<file path="src/rtl/iqrfd_pkg.sv">
package iqrfd_pkg;

    // filter geometry
    localparam int TAP_COUNT = 8;
    localparam int LINE_LEN  = TAP_COUNT - 1;
    localparam int TAP_IDX_W = $clog2(TAP_COUNT);
    localparam int STEP_W    = $clog2(TAP_COUNT + 1);

    // number formats
    localparam int FRAC_BITS  = 14;
    localparam int BYTE_W     = 8;
    localparam int CEN_W      = BYTE_W + 2;
    localparam int COEF_W     = 16;
    localparam int SAMPLE_W   = 12;
    localparam int OUT_W      = 16;
    localparam int PROT_W     = CEN_W + COEF_W;
    localparam int ROT_SUM_W  = PROT_W + 1;
    localparam int PROD_W     = COEF_W + SAMPLE_W;
    localparam int ACC_W      = PROD_W + $clog2(TAP_COUNT) + 1;

    // queue between front and back
    localparam int QDEPTH = 4;
    localparam int QPTR_W = $clog2(QDEPTH);
    localparam int QCNT_W = $clog2(QDEPTH + 1);

    // configuration port
    localparam int CFG_INDEX_W = 3;
    localparam int CFG_DATA_W  = 64;
    localparam int TAPS_PER_REG = CFG_DATA_W / COEF_W;

    localparam logic [CFG_INDEX_W-1:0] CFG_ROT_REAL   = 3'd0;
    localparam logic [CFG_INDEX_W-1:0] CFG_ROT_IMAG   = 3'd1;
    localparam logic [CFG_INDEX_W-1:0] CFG_INVERT_Q   = 3'd2;
    localparam logic [CFG_INDEX_W-1:0] CFG_TAPS_FIRST = 3'd3;
    localparam logic [CFG_INDEX_W-1:0] CFG_TAPS_LAST  = 3'd4;

    localparam logic signed [COEF_W-1:0] ROT_REAL_RESET   = 16'sd16384;
    localparam logic signed [COEF_W-1:0] ROT_IMAG_RESET   = 16'sd0;
    localparam logic [CFG_DATA_W-1:0]    TAPS_FIRST_RESET = 64'h4000_0000_0000_0000;
    localparam logic [CFG_DATA_W-1:0]    TAPS_LAST_RESET  = 64'h0;

    // byte centring offset
    localparam logic signed [CEN_W-1:0] CEN_OFFSET = CEN_W'(255);

    // rounding and saturation limits
    localparam logic signed [ROT_SUM_W-1:0] ROT_HALF = ROT_SUM_W'(1 << (FRAC_BITS - 1));
    localparam logic signed [ROT_SUM_W-1:0] ROT_MAX  = ROT_SUM_W'((1 << (SAMPLE_W - 1)) - 1);
    localparam logic signed [ROT_SUM_W-1:0] ROT_MIN  = -ROT_SUM_W'(1 << (SAMPLE_W - 1));
    localparam logic signed [ACC_W-1:0]     ACC_HALF = ACC_W'(1 << (FRAC_BITS - 1));
    localparam logic signed [ACC_W-1:0]     OUT_MAX  = ACC_W'((1 << (OUT_W - 1)) - 1);
    localparam logic signed [ACC_W-1:0]     OUT_MIN  = -ACC_W'(1 << (OUT_W - 1));

    typedef struct packed {
        logic signed [SAMPLE_W-1:0] re;
        logic signed [SAMPLE_W-1:0] im;
    } cplx_t;

    typedef struct packed {
        cplx_t x;
        logic  chunk_end;
    } qentry_t;

    typedef struct packed {
        logic signed [COEF_W-1:0] re;
        logic signed [COEF_W-1:0] im;
        logic                     invert;
    } rot_cfg_t;

    typedef logic [TAP_COUNT-1:0][COEF_W-1:0] tap_vec_t;

    typedef enum logic [1:0] {
        BK_IDLE,
        BK_MAC,
        BK_FIN
    } back_state_t;

    // round half up from Q2.14, clamp to the rotated sample range
    function automatic logic signed [SAMPLE_W-1:0] round_sat_rot(
        input logic signed [ROT_SUM_W-1:0] v
    );
        logic signed [ROT_SUM_W-1:0] r;
        r = (v + ROT_HALF) >>> FRAC_BITS;
        if (r > ROT_MAX) begin
            return ROT_MAX[SAMPLE_W-1:0];
        end else if (r < ROT_MIN) begin
            return ROT_MIN[SAMPLE_W-1:0];
        end
        return r[SAMPLE_W-1:0];
    endfunction

    // round half up from Q2.14, clamp to the output range
    function automatic logic signed [OUT_W-1:0] round_sat_out(
        input logic signed [ACC_W-1:0] v
    );
        logic signed [ACC_W-1:0] r;
        r = (v + ACC_HALF) >>> FRAC_BITS;
        if (r > OUT_MAX) begin
            return OUT_MAX[OUT_W-1:0];
        end else if (r < OUT_MIN) begin
            return OUT_MIN[OUT_W-1:0];
        end
        return r[OUT_W-1:0];
    endfunction

endpackage

</file>
<file path="src/rtl/iqrfd_sample_if.sv">
interface iqrfd_sample_if;
    import iqrfd_pkg::*;

    logic              valid;
    logic              ready;
    logic [BYTE_W-1:0] i_byte;
    logic [BYTE_W-1:0] q_byte;
    logic              chunk_end;

    modport source (output valid, output i_byte, output q_byte, output chunk_end,
                    input ready);
    modport sink (input valid, input i_byte, input q_byte, input chunk_end,
                  output ready);
endinterface

</file>
<file path="src/rtl/iqrfd_result_if.sv">
interface iqrfd_result_if;
    import iqrfd_pkg::*;

    logic                    valid;
    logic                    ready;
    logic signed [OUT_W-1:0] out_real;
    logic signed [OUT_W-1:0] out_imag;
    logic                    out_chunk_end;

    modport source (output valid, output out_real, output out_imag, output out_chunk_end,
                    input ready);
    modport sink (input valid, input out_real, input out_imag, input out_chunk_end,
                  output ready);
endinterface

</file>
<file path="src/rtl/iqrfd_cfg_if.sv">
interface iqrfd_cfg_if;
    import iqrfd_pkg::*;

    logic                   valid;
    logic                   ready;
    logic [CFG_INDEX_W-1:0] index;
    logic [CFG_DATA_W-1:0]  data;

    modport source (output valid, output index, output data, input ready);
    modport sink (input valid, input index, input data, output ready);
endinterface

</file>
<file path="src/rtl/iqrfd_front.sv">
module iqrfd_front
    import iqrfd_pkg::*;
(
    input  logic              clk,
    input  logic              rst_n,
    iqrfd_sample_if.sink      samples,
    input  rot_cfg_t          rot_cfg,
    input  logic [QCNT_W-1:0] q_count,
    output logic              q_push,
    output qentry_t           q_data,
    output logic              busy
);

    logic                     valid_a_reg;
    logic                     chunk_a_reg;
    logic signed [PROT_W-1:0] p_ir_reg;
    logic signed [PROT_W-1:0] p_qi_reg;
    logic signed [PROT_W-1:0] p_ii_reg;
    logic signed [PROT_W-1:0] p_qr_reg;

    logic                     accept;
    logic signed [CEN_W-1:0]  ci;
    logic signed [CEN_W-1:0]  cq_raw;
    logic signed [CEN_W-1:0]  cq;
    logic signed [ROT_SUM_W-1:0] sum_re;
    logic signed [ROT_SUM_W-1:0] sum_im;

    // take a beat only when the queue has room for everything in flight
    assign samples.ready = ((QCNT_W + 1)'(q_count) + (QCNT_W + 1)'(valid_a_reg))
                           < (QCNT_W + 1)'(QDEPTH);
    assign accept = samples.valid && samples.ready;

    // centre the bytes as 2*b - 255, optional spectral inversion of q
    assign ci     = $signed({1'b0, samples.i_byte, 1'b0}) - CEN_OFFSET;
    assign cq_raw = $signed({1'b0, samples.q_byte, 1'b0}) - CEN_OFFSET;
    assign cq     = rot_cfg.invert ? -cq_raw : cq_raw;

    // stage a: the four partial products of the complex rotation
    always_ff @(posedge clk or negedge rst_n)
    begin
        if (!rst_n)
        begin
            valid_a_reg <= 1'b0;
        end
        else
        begin
            valid_a_reg <= accept;
        end
    end

    always_ff @(posedge clk)
    begin
        if (accept)
        begin
            p_ir_reg    <= ci * rot_cfg.re;
            p_qi_reg    <= cq * rot_cfg.im;
            p_ii_reg    <= ci * rot_cfg.im;
            p_qr_reg    <= cq * rot_cfg.re;
            chunk_a_reg <= samples.chunk_end;
        end
    end

    // stage b: combine, round and clamp, then straight into the queue
    assign sum_re = ROT_SUM_W'(p_ir_reg) - ROT_SUM_W'(p_qi_reg);
    assign sum_im = ROT_SUM_W'(p_ii_reg) + ROT_SUM_W'(p_qr_reg);

    assign q_push         = valid_a_reg;
    assign q_data.x.re    = round_sat_rot(sum_re);
    assign q_data.x.im    = round_sat_rot(sum_im);
    assign q_data.chunk_end = chunk_a_reg;
    assign busy           = valid_a_reg;

endmodule

</file>
<file path="src/rtl/iqrfd_queue.sv">
module iqrfd_queue
    import iqrfd_pkg::*;
(
    input  logic              clk,
    input  logic              rst_n,
    input  logic              push,
    input  qentry_t           push_data,
    input  logic              pop,
    output qentry_t           head,
    output logic [QCNT_W-1:0] count
);

    qentry_t             entry_reg [QDEPTH];
    logic [QPTR_W-1:0]   wr_ptr_reg;
    logic [QPTR_W-1:0]   rd_ptr_reg;
    logic [QCNT_W-1:0]   count_reg;
    logic [QCNT_W-1:0]   count_next;

    assign head  = entry_reg[rd_ptr_reg];
    assign count = count_reg;

    // occupancy
    always_comb
    begin
        count_next = count_reg;
        if (push && !pop)
        begin
            count_next = count_reg + QCNT_W'(1);
        end
        else if (pop && !push)
        begin
            count_next = count_reg - QCNT_W'(1);
        end
    end

    // pointers
    always_ff @(posedge clk or negedge rst_n)
    begin
        if (!rst_n)
        begin
            wr_ptr_reg <= '0;
            rd_ptr_reg <= '0;
            count_reg  <= '0;
        end
        else
        begin
            if (push)
            begin
                wr_ptr_reg <= wr_ptr_reg + QPTR_W'(1);
            end
            if (pop)
            begin
                rd_ptr_reg <= rd_ptr_reg + QPTR_W'(1);
            end
            count_reg <= count_next;
        end
    end

    // storage
    always_ff @(posedge clk)
    begin
        if (push)
        begin
            entry_reg[wr_ptr_reg] <= push_data;
        end
    end

endmodule

</file>
<file path="src/rtl/iqrfd_back.sv">
module iqrfd_back
    import iqrfd_pkg::*;
(
    input  logic          clk,
    input  logic          rst_n,
    input  tap_vec_t      taps,
    input  logic          q_valid,
    input  qentry_t       q_head,
    output logic          q_pop,
    iqrfd_result_if.source results
);

    back_state_t             state_reg, state_next;
    logic [STEP_W-1:0]       step_reg, step_next;
    cplx_t                   cur_reg, cur_next;
    logic                    chunk_reg, chunk_next;
    cplx_t                   line_reg [LINE_LEN];
    cplx_t                   line_next [LINE_LEN];
    logic signed [PROD_W-1:0] prod_re_reg, prod_re_next;
    logic signed [PROD_W-1:0] prod_im_reg, prod_im_next;
    logic signed [ACC_W-1:0]  acc_re_reg, acc_re_next;
    logic signed [ACC_W-1:0]  acc_im_reg, acc_im_next;
    logic                    out_valid_reg, out_valid_next;
    logic signed [OUT_W-1:0] out_re_reg, out_re_next;
    logic signed [OUT_W-1:0] out_im_reg, out_im_next;
    logic                    out_chunk_reg, out_chunk_next;

    cplx_t                   win [TAP_COUNT];
    cplx_t                   win_sel;
    logic signed [COEF_W-1:0] tap_sel;
    logic                    out_free;

    // window: current sample then the delay line, newest first
    always_comb
    begin
        win[0] = cur_reg;
        for (int j = 1; j < TAP_COUNT; j++)
        begin
            win[j] = line_reg[j-1];
        end
    end

    assign win_sel  = win[step_reg[TAP_IDX_W-1:0]];
    assign tap_sel  = $signed(taps[step_reg[TAP_IDX_W-1:0]]);
    assign out_free = !out_valid_reg || results.ready;

    // sequencer: one tap per cycle through a shared multiplier pair
    always_comb
    begin
        state_next     = state_reg;
        step_next      = step_reg;
        cur_next       = cur_reg;
        chunk_next     = chunk_reg;
        line_next      = line_reg;
        prod_re_next   = prod_re_reg;
        prod_im_next   = prod_im_reg;
        acc_re_next    = acc_re_reg;
        acc_im_next    = acc_im_reg;
        out_valid_next = out_valid_reg && !results.ready;
        out_re_next    = out_re_reg;
        out_im_next    = out_im_reg;
        out_chunk_next = out_chunk_reg;
        q_pop          = 1'b0;

        unique case (state_reg)
            BK_IDLE:
            begin
                if (q_valid)
                begin
                    q_pop       = 1'b1;
                    cur_next    = q_head.x;
                    chunk_next  = q_head.chunk_end;
                    step_next   = '0;
                    acc_re_next = '0;
                    acc_im_next = '0;
                    state_next  = BK_MAC;
                end
            end
            BK_MAC:
            begin
                if (step_reg < STEP_W'(TAP_COUNT))
                begin
                    prod_re_next = tap_sel * win_sel.re;
                    prod_im_next = tap_sel * win_sel.im;
                end
                if (step_reg != '0)
                begin
                    acc_re_next = acc_re_reg + ACC_W'(prod_re_reg);
                    acc_im_next = acc_im_reg + ACC_W'(prod_im_reg);
                end
                step_next = step_reg + STEP_W'(1);
                if (step_reg == STEP_W'(TAP_COUNT))
                begin
                    state_next = BK_FIN;
                end
            end
            BK_FIN:
            begin
                if (out_free)
                begin
                    out_valid_next = 1'b1;
                    out_re_next    = round_sat_out(acc_re_reg);
                    out_im_next    = round_sat_out(acc_im_reg);
                    out_chunk_next = chunk_reg;
                    line_next[0]   = cur_reg;
                    for (int j = 1; j < LINE_LEN; j++)
                    begin
                        line_next[j] = line_reg[j-1];
                    end
                    state_next = BK_IDLE;
                end
            end
            default:
            begin
                state_next = BK_IDLE;
            end
        endcase
    end

    // control and delay line state
    always_ff @(posedge clk or negedge rst_n)
    begin
        if (!rst_n)
        begin
            state_reg     <= BK_IDLE;
            step_reg      <= '0;
            out_valid_reg <= 1'b0;
            for (int j = 0; j < LINE_LEN; j++)
            begin
                line_reg[j] <= '0;
            end
        end
        else
        begin
            state_reg     <= state_next;
            step_reg      <= step_next;
            out_valid_reg <= out_valid_next;
            line_reg      <= line_next;
        end
    end

    // datapath registers
    always_ff @(posedge clk)
    begin
        cur_reg       <= cur_next;
        chunk_reg     <= chunk_next;
        prod_re_reg   <= prod_re_next;
        prod_im_reg   <= prod_im_next;
        acc_re_reg    <= acc_re_next;
        acc_im_reg    <= acc_im_next;
        out_re_reg    <= out_re_next;
        out_im_reg    <= out_im_next;
        out_chunk_reg <= out_chunk_next;
    end

    assign results.valid         = out_valid_reg;
    assign results.out_real      = out_re_reg;
    assign results.out_imag      = out_im_reg;
    assign results.out_chunk_end = out_chunk_reg;

endmodule

</file>
<file path="src/rtl/iq_rotate_fractional_delay_fir.sv">
// I/Q phase rotation followed by an 8-tap fractional-delay FIR.
// samples: one beat carries a raw unsigned I/Q byte pair and a chunk_end mark.
// Each byte is centred as 2*b-255, q optionally negated, the pair rotated by
// the complex Q2.14 phasor and clamped to 12 bits, then filtered with the real
// Q2.14 taps over the current sample and the seven before it.
// results: one beat per sample beat, in order, 16-bit saturated real and
// imaginary parts with chunk_end copied through.
// cfg: register writes by index (0 phasor real, 1 phasor imaginary, 2 q
// inversion, 3 taps 0..3, 4 taps 4..7); always ready, unknown indexes ignored;
// write only while no sample is in flight.
// An accepted sample beat passes the rotation register, the queue, the back end's
// idle, MAC and finish states and then the output register.
// The back end sets the sample rate: it runs every tap through one shared
// multiplier pair and then rounds before it takes the next sample.
// A four-entry queue after the rotation stage lets the input keep flowing
// while the filter works or the receiver stalls; a stalled result stays in
// the output register and the filter holds once that register is full.
// Reset clears the delay line to zero, empties the queue and restores the
// register defaults (unit phasor, tap 3 = 1.0, all other taps zero).
module iq_rotate_fractional_delay_fir
    import iqrfd_pkg::*;
(
    input  logic           clk,
    input  logic           rst_n,
    iqrfd_sample_if.sink   samples,
    iqrfd_result_if.source results,
    iqrfd_cfg_if.sink      cfg
);

    logic signed [COEF_W-1:0] rot_real_reg;
    logic signed [COEF_W-1:0] rot_imag_reg;
    logic                     invert_reg;
    logic [CFG_DATA_W-1:0]    taps_first_reg;
    logic [CFG_DATA_W-1:0]    taps_last_reg;

    rot_cfg_t          rot_cfg;
    tap_vec_t          taps;
    logic              q_push;
    logic              q_pop;
    qentry_t           q_in;
    qentry_t           q_head;
    logic [QCNT_W-1:0] q_count;
    logic              front_busy;

    // configuration register file
    assign cfg.ready = 1'b1;

    always_ff @(posedge clk or negedge rst_n)
    begin
        if (!rst_n)
        begin
            rot_real_reg   <= ROT_REAL_RESET;
            rot_imag_reg   <= ROT_IMAG_RESET;
            invert_reg     <= 1'b0;
            taps_first_reg <= TAPS_FIRST_RESET;
            taps_last_reg  <= TAPS_LAST_RESET;
        end
        else if (cfg.valid)
        begin
            unique case (cfg.index)
                CFG_ROT_REAL:   rot_real_reg   <= $signed(cfg.data[COEF_W-1:0]);
                CFG_ROT_IMAG:   rot_imag_reg   <= $signed(cfg.data[COEF_W-1:0]);
                CFG_INVERT_Q:   invert_reg     <= cfg.data[0];
                CFG_TAPS_FIRST: taps_first_reg <= cfg.data;
                CFG_TAPS_LAST:  taps_last_reg  <= cfg.data;
                default:        ;
            endcase
        end
    end

    assign rot_cfg.re     = rot_real_reg;
    assign rot_cfg.im     = rot_imag_reg;
    assign rot_cfg.invert = invert_reg;

    // unpack the tap words, taps past the two registers read as zero
    always_comb
    begin
        for (int k = 0; k < TAP_COUNT; k++)
        begin
            if (k < TAPS_PER_REG)
            begin
                taps[k] = taps_first_reg[COEF_W*(k % TAPS_PER_REG) +: COEF_W];
            end
            else if (k < 2 * TAPS_PER_REG)
            begin
                taps[k] = taps_last_reg[COEF_W*(k % TAPS_PER_REG) +: COEF_W];
            end
            else
            begin
                taps[k] = '0;
            end
        end
    end

    // rotation front end
    iqrfd_front u_front (
        .clk     (clk),
        .rst_n   (rst_n),
        .samples (samples),
        .rot_cfg (rot_cfg),
        .q_count (q_count),
        .q_push  (q_push),
        .q_data  (q_in),
        .busy    (front_busy)
    );

    // decoupling queue
    iqrfd_queue u_queue (
        .clk       (clk),
        .rst_n     (rst_n),
        .push      (q_push),
        .push_data (q_in),
        .pop       (q_pop),
        .head      (q_head),
        .count     (q_count)
    );

    // filter back end
    iqrfd_back u_back (
        .clk     (clk),
        .rst_n   (rst_n),
        .taps    (taps),
        .q_valid (q_count != '0),
        .q_head  (q_head),
        .q_pop   (q_pop),
        .results (results)
    );

`ifndef NO_ASSERTIONS
    // the front end credit check keeps the queue from overflowing
    a_no_overflow: assert property (@(posedge clk) disable iff (!rst_n)
        q_push && !q_pop |-> q_count != QCNT_W'(QDEPTH))
        else $error("queue push while full");

    a_no_underflow: assert property (@(posedge clk) disable iff (!rst_n)
        q_pop |-> q_count != '0)
        else $error("queue pop while empty");

    // every accepted sample beat reaches the rotation stage
    a_front_capture: assert property (@(posedge clk) disable iff (!rst_n)
        samples.valid && samples.ready |=> front_busy && q_push)
        else $error("accepted beat lost before the queue");
`endif

endmodule
</file>
<file path="src/flat_wrapper.sv">
// flat-port wrapper written by rule: the top's interface ports become plain ports
module iq_rotate_fractional_delay_fir_flat import iqrfd_pkg::*;
  (clk, rst_n, samples_valid, samples_i_byte, samples_q_byte, samples_chunk_end, samples_ready, results_valid, results_out_real, results_out_imag, results_out_chunk_end, results_ready, cfg_valid, cfg_index, cfg_data, cfg_ready);
  iqrfd_sample_if samples_i ();
  iqrfd_result_if results_i ();
  iqrfd_cfg_if cfg_i ();
  input  logic clk;
  input  logic rst_n;
  input wire logic [$bits(samples_i.valid)-1:0] samples_valid;
  input wire logic [$bits(samples_i.i_byte)-1:0] samples_i_byte;
  input wire logic [$bits(samples_i.q_byte)-1:0] samples_q_byte;
  input wire logic [$bits(samples_i.chunk_end)-1:0] samples_chunk_end;
  output wire logic [$bits(samples_i.ready)-1:0] samples_ready;
  output wire logic [$bits(results_i.valid)-1:0] results_valid;
  output wire logic [$bits(results_i.out_real)-1:0] results_out_real;
  output wire logic [$bits(results_i.out_imag)-1:0] results_out_imag;
  output wire logic [$bits(results_i.out_chunk_end)-1:0] results_out_chunk_end;
  input wire logic [$bits(results_i.ready)-1:0] results_ready;
  input wire logic [$bits(cfg_i.valid)-1:0] cfg_valid;
  input wire logic [$bits(cfg_i.index)-1:0] cfg_index;
  input wire logic [$bits(cfg_i.data)-1:0] cfg_data;
  output wire logic [$bits(cfg_i.ready)-1:0] cfg_ready;
  assign samples_i.valid = samples_valid;
  assign samples_i.i_byte = samples_i_byte;
  assign samples_i.q_byte = samples_q_byte;
  assign samples_i.chunk_end = samples_chunk_end;
  assign samples_ready = samples_i.ready;
  assign results_valid = results_i.valid;
  assign results_out_real = results_i.out_real;
  assign results_out_imag = results_i.out_imag;
  assign results_out_chunk_end = results_i.out_chunk_end;
  assign results_i.ready = results_ready;
  assign cfg_i.valid = cfg_valid;
  assign cfg_i.index = cfg_index;
  assign cfg_i.data = cfg_data;
  assign cfg_ready = cfg_i.ready;
  iq_rotate_fractional_delay_fir u_core (.clk(clk), .rst_n(rst_n), .samples(samples_i), .results(results_i), .cfg(cfg_i));
endmodule
</file>
<file path="config.mk">
export PLATFORM = sky130hd
export DESIGN_NAME = iq_rotate_fractional_delay_fir_flat
export DESIGN_NICKNAME = d
export VERILOG_FILES = /design/src/rtl/iqrfd_pkg.sv /design/src/rtl/iqrfd_sample_if.sv /design/src/rtl/iqrfd_result_if.sv /design/src/rtl/iqrfd_cfg_if.sv /design/src/rtl/iqrfd_front.sv /design/src/rtl/iqrfd_queue.sv /design/src/rtl/iqrfd_back.sv /design/src/rtl/iq_rotate_fractional_delay_fir.sv /design/src/flat_wrapper.sv
export SDC_FILE = /design/constraint.sdc
export NUM_CORES = 2
export LEC_CHECK = 0
export BUFFER_PORTS_ARGS = -buffer_cell sky130_fd_sc_hd__buf_2
export CORE_MARGIN = 3
export CORE_UTILIZATION = 50
export CTS_CLUSTER_DIAMETER = 30
export DETAILED_ROUTE_END_ITERATION = 10
export PLACE_DENSITY = 0.7
export SLEW_MARGIN = 20
export SYNTH_ARGS = -nofsm -noshare
export SYNTH_HDL_FRONTEND = slang
export SYNTH_SLANG_ARGS = --single-unit
</file>
<file path="constraint.sdc">
create_clock -name clk -period 20.6 [get_ports clk]
set_input_delay 4.12 -clock clk [delete_from_list [all_inputs] [get_ports clk]]
set_output_delay 4.12 -clock clk [all_outputs]
set_load 0.02 [all_outputs]
</file>
==> run summary <==
The flow ran to the end, and the final reports show no timing, DRC or antenna violations. The endpoint identified for the worst register-to-register timing path is u_core.u_back.prod_re_reg[26]$_DFFE_PP_. The cell count after synthesis came out at between 6000 and 7000. The kind of end point of the critical path is a register. Setup repair after global routing left no endpoint under its margin.

The transition time of the tightest slew-check pin is 1.08 ns. The flip-flop count of the largest register after layout is 168. Setup violations remaining at the end of the flow were counted as 0. The most prevalent standard cell on the critical path is sky130_fd_sc_hd__fa_1. In the final design database the tool counted 8455 nets.

The setup TNS came out at 0 ns. On the worst path, the slowest cell contributes a delay of 0.70 ns. TritonCTS built the clock tree. The launching point of the worst reg2reg path is u_core.u_back.step_reg[0]$_DFFE_PN0P_. Measured in cells, the most critical reg-to-reg path has a length of 25.

The starting utilization of the core area is 50.6%. The quantity of hold-fixing buffers added after cts is 0. The worst setup path is launched from an input port. The number of buffers on the longest clock path came out at 3. The mean number of vias per cell is 5.43. The number of maximum-capacitance constraint violations is 0. The synthesized area per cell came out at ~10 um^2. The worst hold path startpoint is u_core.u_back.line_reg[142]$_DFFE_PN0P_. The upper clock frequency limit came out at 103 MHz.

When the netlist entered floorplanning its net count stood at 8343. The wire length of the first global-routing pass came out at 277000 um. In the final layout, the share of cells above drive strength 1 is between 10% and 20%. The number of global-route vias before repair came out at 51200. The horizontal die dimension is 380 um. The path with the worst hold slack has its endpoint at u_core.u_back.line_reg[118]$_DFFE_PN0P_.

The count of cells resized by post-cts repair is 0. The shortest clock period the worst path allows after layout is 9.69 ns. The path class of the tightest hold or removal check is register to register. The number of I/O port buffers came out at approximately 120.

Summed over all layers, the routed wires come to 171000 um. The final routed DRC violation total is 0. The critical path goes through buf_2 -> nand2_1 -> fa_1 -> fa_1 -> fa_1 -> inv_1 -> fa_1 -> fa_1 -> ha_1 -> a21o_1 -> a21o_1 -> a21oi_1 -> o21ai_0 -> a2111oi_1 -> o31ai_1 -> a21oi_1 -> o21bai_1 -> a21oi_1 -> xnor2_1. The I/O pin count is 125. The cell with the most instances after synthesis is sky130_fd_sc_hd__nand2_1. Clock tree synthesis inserted a total of 171 buffers. The synthesis-to-layout area growth came out at 12.8%. The multi-input combinational cells in the finished layout cover a total of 0.0446 mm^2. The sequential cell area came out at 0.0201 mm^2. At the end of the flow the core is filled with cells to 57.1%.

The relative max-transition margin is 27.9%. During synthesis, Yosys emitted a total of 0 warnings. The final count of hold timing violations came out at 0. The post-synth design cell area is 0.0699 mm^2.

The initial antenna violation count came to 11. The overall die height came out at 380 um. The total count of max-transition violations in the final report is 0. The half-perimeter wire length after placement came out at 126000 um. The number of standard-cell rows in the floorplan came out at ~140. The first routing iteration left 3504 violations.

The number of detailed-route iterations in the first pass is 6. The arrival time reported for the critical path endpoint came out at 10.18 ns. The share of Yosys cell area claimed by the top area cell type came out at 26.3%. The remaining number of nets flagged by the antenna check after routing came out at 0.

The die area came out at approximately 0.14 mm^2. The total area inside the core boundary comes to 0.138 mm^2. The proportion of register bits with asynchronous set or reset after synthesis is 47.4%. The peak fanout along the critical path came out at 32.

The critical path start-end classification is input port to register. Ranked by instance count, the synthesized netlist is headed by sky130_fd_sc_hd__nand2_1 (1221), sky130_fd_sc_hd__inv_1 (1170), sky130_fd_sc_hd__fa_1 (919), sky130_fd_sc_hd__ha_1 (527), sky130_fd_sc_hd__edfxtp_1 (381). STA puts the critical path data required time at 21.09 ns. For the final database, setup skew stands at 0.0659 ns. The count of different cell masters after synthesis is 79. The largest net degree at the start of global routing is 103. By area the synthesized netlist is led by sky130_fd_sc_hd__fa_1 (26%), sky130_fd_sc_hd__edfxtp_1 (16%), sky130_fd_sc_hd__dfrtp_1 (12%), sky130_fd_sc_hd__ha_1 (9.4%), sky130_fd_sc_hd__nand2_1 (6.6%). In the final routed layout, each cell accounts on average for 19.1 um.

The number of storage elements in the synthesis netlist is around 730. The insertion delay of the later-clocked pin in the worst-skew pair is 0.81 ns. The reg2reg setup slack came out at 11.50 ns. sky130_fd_sc_hd__fa_1 takes more of the synthesized area than any other cell.

The cell depth of the worst hold path came out at 2. For this run, the leading register cell type out of synthesis is sky130_fd_sc_hd__edfxtp_1. The count of fill cells added during filler insertion came out at 11600. The largest individual stage delay along the critical path comes from the cell sky130_fd_sc_hd__a2111oi_1.

The number of synthesized flops with an enable pin is 381. At the end of routability-driven placement, the weighted congestion stood at 0.939. The number of buffers inserted by post-CTS setup repair came out at 0.

The number of clock sinks came out at 725. The sequential fraction of the synthesis area came out at 28.7%. Global routing finished with a remaining overflow of 0.

The overall via count from detail_route is between 40000 and 50000. The share of the clock period used by the worst path is 47.0%. The clock transition at the register clock pins on the worst setup and hold paths after CTS is about 0.050 ns. The total track usage came out at between 20% and 30%. In this run the number of H-tree levels came out at 4. The clock root buffer is sky130_fd_sc_hd__clkbuf_16.
[logic make-up after synthesis]
| kind of cell | share of synthesized area [%] |
|---|---|
| buffers and inverters | 7.78 |
| and+or+nand+nor | 12.5 |
| AOI/OAI and AO/OA | 5.49 |
| muxes | 6.12 |
| other | 0.00536 |
| DFF | 28.7 |
| adders and majority gates | 35.7 |
| xor gates and xnor gates | 3.74 |
[layout by cell type, fill, tap and decap left out, types with 27 or more instances in the layout]
cell and count:
sky130_fd_sc_hd__fa_1 919, sky130_fd_sc_hd__nor2b_1 43, sky130_fd_sc_hd__edfxtp_1 381, sky130_fd_sc_hd__o21ai_0 114
sky130_fd_sc_hd__mux2_2 160, sky130_fd_sc_hd__buf_2 122, sky130_fd_sc_hd__and2_1 228, sky130_fd_sc_hd__nand3_1 37
sky130_fd_sc_hd__buf_4 83, sky130_fd_sc_hd__inv_1 1170, sky130_fd_sc_hd__nand2_1 1221, sky130_fd_sc_hd__dfrtp_1 339
sky130_fd_sc_hd__clkinvlp_4 27, sky130_fd_sc_hd__o21a_1 36, sky130_fd_sc_hd__clkbuf_16 173, sky130_fd_sc_hd__a21o_1 81
sky130_fd_sc_hd__or2_2 29, sky130_fd_sc_hd__xor2_1 95, sky130_fd_sc_hd__nor3_1 36, sky130_fd_sc_hd__ha_1 527
sky130_fd_sc_hd__mux4_2 105, sky130_fd_sc_hd__xnor2_1 196, sky130_fd_sc_hd__a21oi_1 219, sky130_fd_sc_hd__nand2b_1 41
sky130_fd_sc_hd__nor2_1 302
[metal layers]
| metal | track usage [%] | up-vias | share of wire (%) |
|---|---|---|---|
| li1 | - | 21800 | - |
| met4 | 9.95 | 2 | 4.2 |
| met3 | 5.08 | 357 | 7.6 |
| met1 | 31.3 | 24700 | 40 |
| met5 | 0 | - | 0.0076 |
| met2 | 39.7 | 1699 | 48 |
[worst max-delay path by stage]
stage                            from                                    end  slack (ns)  cells after the start
floorplan           samples_q_byte[7]  u_core.u_front.p_qi_reg[25]$_DFFE_PP_       10.86                     21
global placement    samples_q_byte[7]  u_core.u_front.p_qi_reg[24]$_DFFE_PP_       10.32                     25
detailed placement  samples_q_byte[7]  u_core.u_front.p_qr_reg[23]$_DFFE_PP_       10.24                     25
CTS                 samples_q_byte[7]  u_core.u_front.p_qr_reg[23]$_DFFE_PP_       11.00                     25
global route        samples_i_byte[0]  u_core.u_front.p_ir_reg[23]$_DFFE_PP_       10.55                     19
finish              samples_i_byte[0]  u_core.u_front.p_ir_reg[23]$_DFFE_PP_       10.91                     19
[metrics by stage]
stage               cell area [um^2]  hold WS (ns)  setup WS (ns)  std cells
floorplan                      69900         0.400          10.86       6808
global placement               72600         0.453          10.32       8610
detailed placement             72600         0.460          10.24       8610
CTS                            78800         0.448          11.00       8934
global route                   78900         0.489          10.55       8936
finish                         78900         0.462          10.91       8944
[critical path, delay by kind of cell]
family                   cells  cell delay [ns]
adder cells (fa/ha/maj)      6             2.90
AO/OA/AOI/OAI                9             2.24
buffers and inverters        2             0.63
XOR/XNOR                     1             0.08
AND/OR/NAND/NOR              1             0.19
[final cells by class]
cell class | count | area share [%]
Multi-Input combinational cell | 4641 | 56.5
Sequential cell | 725 | 25.4
Clock buffer | 195 | 5.68
Inverter | 1174 | 5.59
Tap cell | 1863 | 2.96
Clock inverter | 129 | 2.19
Timing Repair Buffer | 207 | 1.60
Antenna cell | 10 | 0.0317
Power is left out: the tool's default activity adds up to more than one toggle a clock period on the data nets, which glitch-free logic cannot reach.
